$ cat src/hdl/qce_pkg.sv
`timescale 1ns / 1ps
`default_nettype none

package qce_pkg;

    localparam int COUNT_BITS_DEFAULT = 16;

    localparam int THR_W    = 16;
    localparam int SCALE_W  = 16;
    localparam int TIME_W   = 32;
    localparam int WRAP_W   = 32;
    localparam int POS_W    = 48;
    localparam int DIFF_W   = POS_W + 1;
    localparam int DIVR_W   = TIME_W + 1;
    localparam int PROD_W   = POS_W + SCALE_W + 1;
    localparam int SCALE_FRAC = 14;

    // Sample jump compare: room for any COUNT_BITS up to 32 and the threshold
    localparam int CMP_W = 34;

    localparam int DIV_STEPS = POS_W;
    localparam int STEP_W    = $clog2(DIV_STEPS);

    localparam int QUEUE_DEPTH = 2;
    localparam int QUEUE_PTR_W = (QUEUE_DEPTH > 1) ? $clog2(QUEUE_DEPTH) : 1;
    localparam int QUEUE_CNT_W = $clog2(QUEUE_DEPTH + 1);

    localparam int CFG_INDEX_W = 2;
    localparam int CFG_DATA_W  = 16;

    localparam logic [CFG_INDEX_W-1:0] REG_WRAP_THRESHOLD = CFG_INDEX_W'(0);
    localparam logic [CFG_INDEX_W-1:0] REG_POSITION_SCALE = CFG_INDEX_W'(1);

    localparam logic [THR_W-1:0]   WRAP_THRESHOLD_RESET = THR_W'(25000);
    localparam logic [SCALE_W-1:0] POSITION_SCALE_RESET = SCALE_W'(16384);

    localparam logic signed [POS_W-1:0] POS_MAX = {1'b0, {(POS_W-1){1'b1}}};
    localparam logic signed [POS_W-1:0] POS_MIN = {1'b1, {(POS_W-1){1'b0}}};

    // One queued job: new position, previous position, elapsed ticks
    typedef struct packed {
        logic signed [POS_W-1:0] pos;
        logic signed [POS_W-1:0] prev_pos;
        logic [TIME_W-1:0]       elapsed;
    } job_t;

    typedef enum logic [3:0] {
        B_IDLE = 4'b0001,
        B_PREP = 4'b0010,
        B_DIV  = 4'b0100,
        B_DONE = 4'b1000
    } back_state_t;

endpackage

`default_nettype wire

$ cat src/hdl/qce_front.sv
`timescale 1ns / 1ps
`default_nettype none

module qce_front
    import qce_pkg::*;
#(
    parameter int COUNT_BITS = COUNT_BITS_DEFAULT
)
(
    input  wire logic                  clk,
    input  wire logic                  rst_n,
    input  wire logic                  in_valid,
    output logic                       in_stall,
    input  wire logic [COUNT_BITS-1:0] count_sample,
    input  wire logic [TIME_W-1:0]     sample_time,
    input  wire logic [THR_W-1:0]      wrap_threshold,
    input  wire logic                  q_full,
    output logic                       q_push,
    output job_t                       q_entry
);

    localparam logic signed [63:0] WRAP_HI = (64'sd1 <<< (47 - COUNT_BITS)) - 64'sd1;
    localparam logic signed [63:0] WRAP_LO = -(64'sd1 <<< (47 - COUNT_BITS));

    logic                    s1_valid_reg, s1_valid_next;
    logic [COUNT_BITS-1:0]   s1_sample_reg;
    logic [TIME_W-1:0]       s1_elapsed_reg;
    logic [COUNT_BITS-1:0]   last_count_reg;
    logic [WRAP_W-1:0]       wrap_count_reg, wrap_count_next;
    logic [TIME_W-1:0]       last_time_reg;
    logic signed [POS_W-1:0] last_position_reg;

    logic                    accept;
    logic signed [CMP_W-1:0] prev_ext, cur_ext, thr_ext;
    logic signed [63:0]      wraps_ext;
    logic signed [POS_W-1:0] pos;

    assign in_stall = s1_valid_reg && q_full;
    assign accept   = in_valid && !in_stall;
    assign q_push   = s1_valid_reg && !q_full;

    always_comb
    begin
        prev_ext = $signed(CMP_W'(last_count_reg));
        cur_ext  = $signed(CMP_W'(count_sample));
        thr_ext  = $signed(CMP_W'(wrap_threshold));
        wrap_count_next = wrap_count_reg;
        // the two wrap directions exclude each other since the threshold is never negative
        priority if (prev_ext - cur_ext > thr_ext)
        begin
            wrap_count_next = wrap_count_reg + WRAP_W'(1);
        end
        else if (cur_ext - prev_ext > thr_ext)
        begin
            wrap_count_next = wrap_count_reg - WRAP_W'(1);
        end
        else
        begin
            wrap_count_next = wrap_count_reg;
        end
    end

    always_comb
    begin
        s1_valid_next = s1_valid_reg;
        if (q_push)
        begin
            s1_valid_next = 1'b0;
        end
        if (accept)
        begin
            s1_valid_next = 1'b1;
        end
    end

    // Low COUNT_BITS of the position are the sample itself; clamp on wrap count range
    always_comb
    begin
        wraps_ext = {{(64-WRAP_W){wrap_count_reg[WRAP_W-1]}}, wrap_count_reg};
        priority if (wraps_ext > WRAP_HI)
        begin
            pos = POS_MAX;
        end
        else if (wraps_ext < WRAP_LO)
        begin
            pos = POS_MIN;
        end
        else
        begin
            pos = {wraps_ext[POS_W-1-COUNT_BITS:0], s1_sample_reg};
        end
    end

    always_comb
    begin
        q_entry.pos      = pos;
        q_entry.prev_pos = last_position_reg;
        q_entry.elapsed  = s1_elapsed_reg;
    end

    always_ff @(posedge clk or negedge rst_n)
    begin
        if (!rst_n)
        begin
            s1_valid_reg      <= 1'b0;
            last_count_reg    <= '0;
            wrap_count_reg    <= '0;
            last_time_reg     <= '0;
            last_position_reg <= '0;
        end
        else
        begin
            s1_valid_reg <= s1_valid_next;
            if (accept)
            begin
                last_count_reg <= count_sample;
                wrap_count_reg <= wrap_count_next;
                last_time_reg  <= sample_time;
            end
            if (q_push)
            begin
                last_position_reg <= pos;
            end
        end
    end

    always_ff @(posedge clk)
    begin
        if (accept)
        begin
            s1_sample_reg  <= count_sample;
            s1_elapsed_reg <= sample_time - last_time_reg;
        end
    end

endmodule

`default_nettype wire

$ cat src/hdl/qce_queue.sv
`timescale 1ns / 1ps
`default_nettype none

module qce_queue
    import qce_pkg::*;
(
    input  wire logic clk,
    input  wire logic rst_n,
    input  wire logic push,
    input  wire job_t push_entry,
    output logic      full,
    input  wire logic pop,
    output logic      not_empty,
    output job_t      head
);

    job_t                   mem [QUEUE_DEPTH];
    logic [QUEUE_PTR_W-1:0] wr_ptr_reg, rd_ptr_reg;
    logic [QUEUE_CNT_W-1:0] count_reg, count_next;
    logic                   do_push, do_pop;

    assign full      = (count_reg == QUEUE_CNT_W'(QUEUE_DEPTH));
    assign not_empty = (count_reg != '0);
    assign do_push   = push && !full;
    assign do_pop    = pop && not_empty;
    assign head      = mem[rd_ptr_reg];

    always_comb
    begin
        count_next = count_reg;
        if (do_push && !do_pop)
        begin
            count_next = count_reg + QUEUE_CNT_W'(1);
        end
        else if (do_pop && !do_push)
        begin
            count_next = count_reg - QUEUE_CNT_W'(1);
        end
    end

    always_ff @(posedge clk or negedge rst_n)
    begin
        if (!rst_n)
        begin
            wr_ptr_reg <= '0;
            rd_ptr_reg <= '0;
            count_reg  <= '0;
        end
        else
        begin
            count_reg <= count_next;
            if (do_push)
            begin
                wr_ptr_reg <= (wr_ptr_reg == QUEUE_PTR_W'(QUEUE_DEPTH - 1)) ? '0
                              : wr_ptr_reg + QUEUE_PTR_W'(1);
            end
            if (do_pop)
            begin
                rd_ptr_reg <= (rd_ptr_reg == QUEUE_PTR_W'(QUEUE_DEPTH - 1)) ? '0
                              : rd_ptr_reg + QUEUE_PTR_W'(1);
            end
        end
    end

    always_ff @(posedge clk)
    begin
        if (do_push)
        begin
            mem[wr_ptr_reg] <= push_entry;
        end
    end

endmodule

`default_nettype wire

$ cat src/hdl/qce_back.sv
`timescale 1ns / 1ps
`default_nettype none

module qce_back
    import qce_pkg::*;
(
    input  wire logic           clk,
    input  wire logic           rst_n,
    input  wire logic           q_valid,
    input  wire job_t           q_head,
    output logic                q_pop,
    input  wire logic [SCALE_W-1:0] position_scale,
    output logic                out_valid,
    input  wire logic           out_stall,
    output logic signed [POS_W-1:0] scaled_position,
    output logic signed [POS_W-1:0] velocity
);

    back_state_t              state_reg, state_next;
    logic signed [PROD_W-1:0] prod_reg;
    logic signed [DIFF_W-1:0] diff_reg;
    logic [DIVR_W-1:0]        div_reg;
    logic signed [POS_W-1:0]  scaled_reg, scaled_next;
    logic [POS_W-1:0]         num_reg, num_next;
    logic [DIVR_W:0]          rem_reg, rem_next;
    logic                     neg_reg;
    logic [STEP_W-1:0]        step_reg;
    logic                     out_valid_reg, out_valid_next;
    logic signed [POS_W-1:0]  scaled_out_reg, vel_out_reg;
    logic signed [POS_W-1:0]  vel_next;

    logic                     out_free, load_out;
    logic signed [PROD_W-1:0] biased;
    logic signed [PROD_W-1:0] shifted;
    logic signed [DIFF_W-1:0] diff_abs;
    logic [DIVR_W:0]          trial;

    assign out_free        = !out_valid_reg || !out_stall;
    assign load_out        = (state_reg == B_DONE) && out_free;
    assign q_pop           = (state_reg == B_IDLE) && q_valid;
    assign out_valid       = out_valid_reg;
    assign scaled_position = scaled_out_reg;
    assign velocity        = vel_out_reg;

    always_comb
    begin
        state_next = state_reg;
        unique case (state_reg)
            B_IDLE:
            begin
                if (q_valid)
                begin
                    state_next = B_PREP;
                end
            end
            B_PREP:
            begin
                state_next = B_DIV;
            end
            B_DIV:
            begin
                if (step_reg == STEP_W'(DIV_STEPS - 1))
                begin
                    state_next = B_DONE;
                end
            end
            B_DONE:
            begin
                if (out_free)
                begin
                    state_next = B_IDLE;
                end
            end
            default:
            begin
                state_next = B_IDLE;
            end
        endcase
    end

    // Truncate toward zero: bias negative products before the arithmetic shift
    always_comb
    begin
        biased  = prod_reg + (prod_reg[PROD_W-1] ? PROD_W'((1 << SCALE_FRAC) - 1) : '0);
        shifted = biased >>> SCALE_FRAC;
        priority if (shifted > $signed(PROD_W'(POS_MAX)))
        begin
            scaled_next = POS_MAX;
        end
        else if (shifted < -$signed(PROD_W'(POS_MAX)) - PROD_W'(1))
        begin
            scaled_next = POS_MIN;
        end
        else
        begin
            scaled_next = shifted[POS_W-1:0];
        end
        diff_abs = diff_reg[DIFF_W-1] ? -diff_reg : diff_reg;
    end

    // Restoring divide, one quotient bit per cycle shifted into num_reg
    always_comb
    begin
        trial    = {rem_reg[DIVR_W-1:0], num_reg[POS_W-1]};
        rem_next = trial;
        num_next = {num_reg[POS_W-2:0], 1'b0};
        if (trial >= {1'b0, div_reg})
        begin
            rem_next = trial - {1'b0, div_reg};
            num_next = {num_reg[POS_W-2:0], 1'b1};
        end
    end

    always_comb
    begin
        if (neg_reg)
        begin
            vel_next = (num_reg[POS_W-1] && |num_reg[POS_W-2:0]) ? POS_MIN
                       : -$signed(num_reg);
        end
        else
        begin
            vel_next = num_reg[POS_W-1] ? POS_MAX : $signed(num_reg);
        end
    end

    always_comb
    begin
        out_valid_next = out_valid_reg;
        if (out_valid_reg && !out_stall)
        begin
            out_valid_next = 1'b0;
        end
        if (load_out)
        begin
            out_valid_next = 1'b1;
        end
    end

    always_ff @(posedge clk or negedge rst_n)
    begin
        if (!rst_n)
        begin
            state_reg     <= B_IDLE;
            out_valid_reg <= 1'b0;
        end
        else
        begin
            state_reg     <= state_next;
            out_valid_reg <= out_valid_next;
        end
    end

    always_ff @(posedge clk)
    begin
        unique case (state_reg)
            B_IDLE:
            begin
                prod_reg <= PROD_W'(q_head.pos) * PROD_W'($signed({1'b0, position_scale}));
                diff_reg <= DIFF_W'(q_head.pos) - DIFF_W'(q_head.prev_pos);
                div_reg  <= DIVR_W'(q_head.elapsed) + DIVR_W'(1);
            end
            B_PREP:
            begin
                scaled_reg <= scaled_next;
                neg_reg    <= diff_reg[DIFF_W-1];
                num_reg    <= diff_abs[POS_W-1:0];
                rem_reg    <= '0;
                step_reg   <= '0;
            end
            B_DIV:
            begin
                num_reg  <= num_next;
                rem_reg  <= rem_next;
                step_reg <= step_reg + STEP_W'(1);
            end
            B_DONE:
            begin
                if (out_free)
                begin
                    scaled_out_reg <= scaled_reg;
                    vel_out_reg    <= vel_next;
                end
            end
            default:
            begin
                step_reg <= '0;
            end
        endcase
    end

endmodule

`default_nettype wire

$ cat src/hdl/quadrature_count_extender.sv
`timescale 1ns / 1ps
`default_nettype none
// Path from input transfer to result valid: front stage, queue, prep, 48-step divide.
// The back end takes a new item only after its one-bit-per-cycle velocity divider has finished the last one.
// The front end and a two-entry queue take up to three further items while the divider runs.
// Reset (rst_n, asynchronous, active low): position history and wrap count cleared, queue
// emptied, registers to threshold 25000 and scale 16384; no clearing pass, ready at once.

module quadrature_count_extender
    import qce_pkg::*;
#(
    parameter int COUNT_BITS = COUNT_BITS_DEFAULT
)
(
    input  wire logic                    clk,
    input  wire logic                    rst_n,
    input  wire logic                    in_valid,
    output logic                         in_stall,
    input  wire logic [COUNT_BITS-1:0]   count_sample,
    input  wire logic [TIME_W-1:0]       sample_time,
    output logic                         out_valid,
    input  wire logic                    out_stall,
    output logic signed [POS_W-1:0]      scaled_position,
    output logic signed [POS_W-1:0]      velocity,
    input  wire logic                    cfg_valid,
    output logic                         cfg_ready,
    input  wire logic [CFG_INDEX_W-1:0]  cfg_index,
    input  wire logic [CFG_DATA_W-1:0]   cfg_data
);

    logic [THR_W-1:0]   wrap_threshold_reg;
    logic [SCALE_W-1:0] position_scale_reg;

    logic q_full, q_push, q_pop, q_valid;
    job_t q_entry, q_head;

    assign cfg_ready = 1'b1;

    always_ff @(posedge clk or negedge rst_n)
    begin
        if (!rst_n)
        begin
            wrap_threshold_reg <= WRAP_THRESHOLD_RESET;
            position_scale_reg <= POSITION_SCALE_RESET;
        end
        else if (cfg_valid && cfg_ready)
        begin
            unique case (cfg_index)
                REG_WRAP_THRESHOLD: wrap_threshold_reg <= cfg_data[THR_W-1:0];
                REG_POSITION_SCALE: position_scale_reg <= cfg_data[SCALE_W-1:0];
                default:
                begin
                    // drop writes to unmapped indexes
                    wrap_threshold_reg <= wrap_threshold_reg;
                end
            endcase
        end
    end

    qce_front #(
        .COUNT_BITS (COUNT_BITS)
    ) u_front (
        .clk            (clk),
        .rst_n          (rst_n),
        .in_valid       (in_valid),
        .in_stall       (in_stall),
        .count_sample   (count_sample),
        .sample_time    (sample_time),
        .wrap_threshold (wrap_threshold_reg),
        .q_full         (q_full),
        .q_push         (q_push),
        .q_entry        (q_entry)
    );

    qce_queue u_queue (
        .clk        (clk),
        .rst_n      (rst_n),
        .push       (q_push),
        .push_entry (q_entry),
        .full       (q_full),
        .pop        (q_pop),
        .not_empty  (q_valid),
        .head       (q_head)
    );

    qce_back u_back (
        .clk             (clk),
        .rst_n           (rst_n),
        .q_valid         (q_valid),
        .q_head          (q_head),
        .q_pop           (q_pop),
        .position_scale  (position_scale_reg),
        .out_valid       (out_valid),
        .out_stall       (out_stall),
        .scaled_position (scaled_position),
        .velocity        (velocity)
    );

endmodule

`default_nettype wire

$ cat config.mk
export PLATFORM = sky130hd
export DESIGN_NAME = quadrature_count_extender
export DESIGN_NICKNAME = d
export VERILOG_FILES = /design/src/hdl/qce_pkg.sv /design/src/hdl/qce_front.sv /design/src/hdl/qce_queue.sv /design/src/hdl/qce_back.sv /design/src/hdl/quadrature_count_extender.sv
export SDC_FILE = /design/constraint.sdc
export NUM_CORES = 2
export LEC_CHECK = 0
export ABC_CLOCK_PERIOD_IN_PS = 22200
export BUFFER_PORTS_ARGS = -buffer_cell sky130_fd_sc_hd__clkbuf_2
export CAP_MARGIN = 40
export CORE_UTILIZATION = 40
export DETAILED_ROUTE_END_ITERATION = 8
export PLACE_DENSITY_LB_ADDON = 0.12
export SETUP_SLACK_MARGIN = 0.5
export SLEW_MARGIN = 20
export SYNTH_ARGS = -nofsm -noshare
export SYNTH_HDL_FRONTEND = slang
export SYNTH_SLANG_ARGS = --single-unit
$ cat constraint.sdc
create_clock -name clk -period 22.2 [get_ports clk]
set_clock_uncertainty 0.05 [all_clocks]
set_input_delay 4.44 -clock clk [delete_from_list [all_inputs] [get_ports clk]]
set_output_delay 4.44 -clock clk [all_outputs]
set_load 0.005 [all_outputs]
==> impl_metrics.toml <==
[run_status]
outcome = "complete, no violations"

[clock_network]
clock_path_buffers = 3
root_buffer = "clkbuf_16"
cts_sinks = 853
insertion_delay_ns = 0.77
cts_tree = "built"
cts_made_buffers = 100
hold_buffers = 0
post_cts_buffers = 0
ctsResizeCount = 0
htree_levels = 3
path_clk_slew_ns = 0.06

[setup_path]
cp_data_arrival_time_ns = 11.47
setup.worst_path.class = "in -> reg"
critical_path.max_fanout = 34
slowest_delay_ns = 0.64
endpoint_kind = "flop"
setup.worst_path.start_class = "input port"
rrSetupSlack_ns = 12.84
critPathRequiredTime_ns = 22.80
critPathMostFrequentCell = "a21o_1"
cpMaxStageDelayCell = "a2111oi_0"

[timing]
grt_setup_unrepaired = "no"
hold_ws_ns = 0.3677
min_period_ns = 10.87
setup_viol = 0
timing.final.crit_share_pct = 48.95
max_freq_ghz = 0.09201
drv_slew = 0
tightest_slew_ns = 1.032
hold_violations = 0
relSlewSlack_pct = 30.32
final.setup.tns_ns = 0

[die]
die_area_um2 = 176400
core.rowCount = 153
initial_core_util_pct = 40.24
die_w_um = 420.0
die_y_um = 420.0
core-area_um2 = 173600
io_pins = 170

[finish]
finalNonFillerCells = 9276
largest_register_ffs = 256
drive_above_1_share_pct = 7.814
nNetsFinal = 8026
syn_to_final_growth_pct = 9.411

[synth]
syn_nets = 8021
ys_ff_latch = 853
synth_ff_type = "edfxtp_1"
synth_edf_count = 683
yosysMostFrequentCell = "inv_1"
yosysTopAreaCellShare_pct = 29.35
yosysSeqAreaShare_pct = 35.45
netlist_area_um2 = 69880
synth_common_cells = "inv_1, nand2_1, fa_1, edfxtp_1, ha_1"
avgSynthCellArea_um2 = 10.19
synth.yosys.warnings = 0
postSynth.asyncResetShare_pct = 19.93
synth_top_area_cell = "edfxtp_1"
synthCells = 6859
synth_area_leaders = "edfxtp_1, fa_1, ha_1"
ys_types = 87

[detailed_routing]
wl_mm = 183.2
via_per_inst = 5.130
drcViolationCount = 0
dr.pass1.iters = 7
first_iter_violations = 2859
vias = 47580
ant_nets = 0
routedWlPerCell_um = 19.75

[global_route]
antenna_found_initial = 4
grt_pass1_vias = 48770
overflow = 0
grt_first_pass_wirelength_mm = 286.3
grt_max_degree = 87
grt_usage_pct = 21.01

[place]
post-dp-hpwl_mm = 134.8
port-buffer-count = 168
placedCellCount = 9081
gp_congestion = 0.8769

[job]
drv_cap = 0

[min_path]
hp-class = "reg -> reg"
metrics by stage:
step	setup WS, ns	area, um2	utilization [%]
floorplan	1.883	69880	-
CTS	11.40	76380	43.99
finish	11.33	76450	44.03
global route	10.99	76450	44.03
global placement	10.72	72810	41.94
detailed placement	10.61	72960	42.02
layer usage:
metal / up-vias / track usage, % / share of wire [%] / routed length [um]
met5: - / 0 / 0 / 0
met2: 1046 / 32.87 / 44 / 81480
met1: 23760 / 30.05 / 48 / 88150
li1: 22540 / - / - / -
met3: 233 / 3.210 / 4.7 / 8600
met4: 0 / 6.068 / 2.7 / 4941
cells by family (layout without fill, tap and decap cells):
| kind of cell | count (synthesis) | after routing | share of synthesized area, % |
|---|---|---|---|
| mux | 186 | 186 | 2.836 |
| other cells | 1 | 3 | 0.005367 |
| xor+xnor | 352 | 352 | 4.412 |
| simple gates | 1931 | 1931 | 12.93 |
| fa+ha+maj | 1091 | 1091 | 27.26 |
| buf+inv | 1389 | 1479 | 7.515 |
| flops | 853 | 853 | 35.45 |
| compound gates | 1056 | 1056 | 9.589 |
placed cells by master, fill, tap and decap left out, types with 15 or more instances in the layout:
| cell type | synthesis | layout |
|---|---|---|
| a21boi_0 | 15 | 15 |
| xor2_1 | 163 | 163 |
| clkbuf_16 | 0 | 102 |
| o21ai_0 | 330 | 329 |
| nand3_1 | 84 | 84 |
| nand2b_1 | 34 | 34 |
| o21bai_1 | 32 | 31 |
| edfxtp_1 | 683 | 683 |
| nor2b_1 | 55 | 55 |
| and2_1 | 268 | 268 |
| fa_1 | 719 | 719 |
| ha_1 | 372 | 372 |
| a21o_1 | 180 | 180 |
| a221oi_1 | 15 | 15 |
| nand3b_1 | 17 | 17 |
| nor2_1 | 219 | 216 |
| inv_1 | 1057 | 1056 |
| and4_1 | 22 | 22 |
| and3_1 | 36 | 36 |
| mux2i_1 | 90 | 90 |
| o31ai_1 | 27 | 26 |
| buf_4 | 2 | 50 |
| a211oi_1 | 21 | 21 |
| or3_1 | 33 | 33 |
| a31oi_1 | 23 | 23 |
| o311ai_0 | 35 | 31 |
| o21a_1 | 30 | 30 |
| a21oi_1 | 237 | 236 |
| clkbuf_1 | 303 | 27 |
| nand2_1 | 994 | 992 |
| dfrtp_1 | 162 | 157 |
| nand4_1 | 43 | 43 |
| xnor2_1 | 189 | 189 |
| o41ai_1 | 18 | 18 |
| mux2_2 | 96 | 96 |
| nor3_1 | 61 | 60 |
| clkbuf_2 | 1 | 169 |
worst paths after layout:
check,endpoint,from,cells past startpoint
max reg2reg,u_back.prod_reg[52],u_queue.rd_ptr_reg,25
min reg2reg,u_back.scaled_position[39],u_back.scaled_reg[39],0
max,u_front.wrap_count_reg[25],count_sample[0],31
min,u_back.scaled_position[39],u_back.scaled_reg[39],0
max in group asynchronous,wrap_threshold_reg[5],rst_n,4
min in group asynchronous,u_back.out_valid,rst_n,1
critical path, delay by kind of cell:
family,cells,cell delay [ns]
xor gates and xnor gates,2,0.24
muxes,1,0.26
and+or+nand+nor,4,0.90
buffers and inverters,3,0.59
AOI/OAI and AO/OA,17,3.78
adders and majority gates,4,1.22
area by class of cell:
| type | instances | area, um2 |
|---|---|---|
| fillers | 16570 | 97180 |
| inverters | 1058 | 3973 |
| repair buffers | 234 | 1425 |
| clock buffers | 136 | 2750 |
| flip-flops and latches | 853 | 24780 |
| multi-input cells | 4617 | 39930 |
| well taps | 2325 | 2909 |
| clock inverters | 51 | 673.1 |
| diodes | 2 | 5.005 |
Power is not shown: default switching activity piles up to over one toggle a cycle in this logic, so the estimate is an artifact.
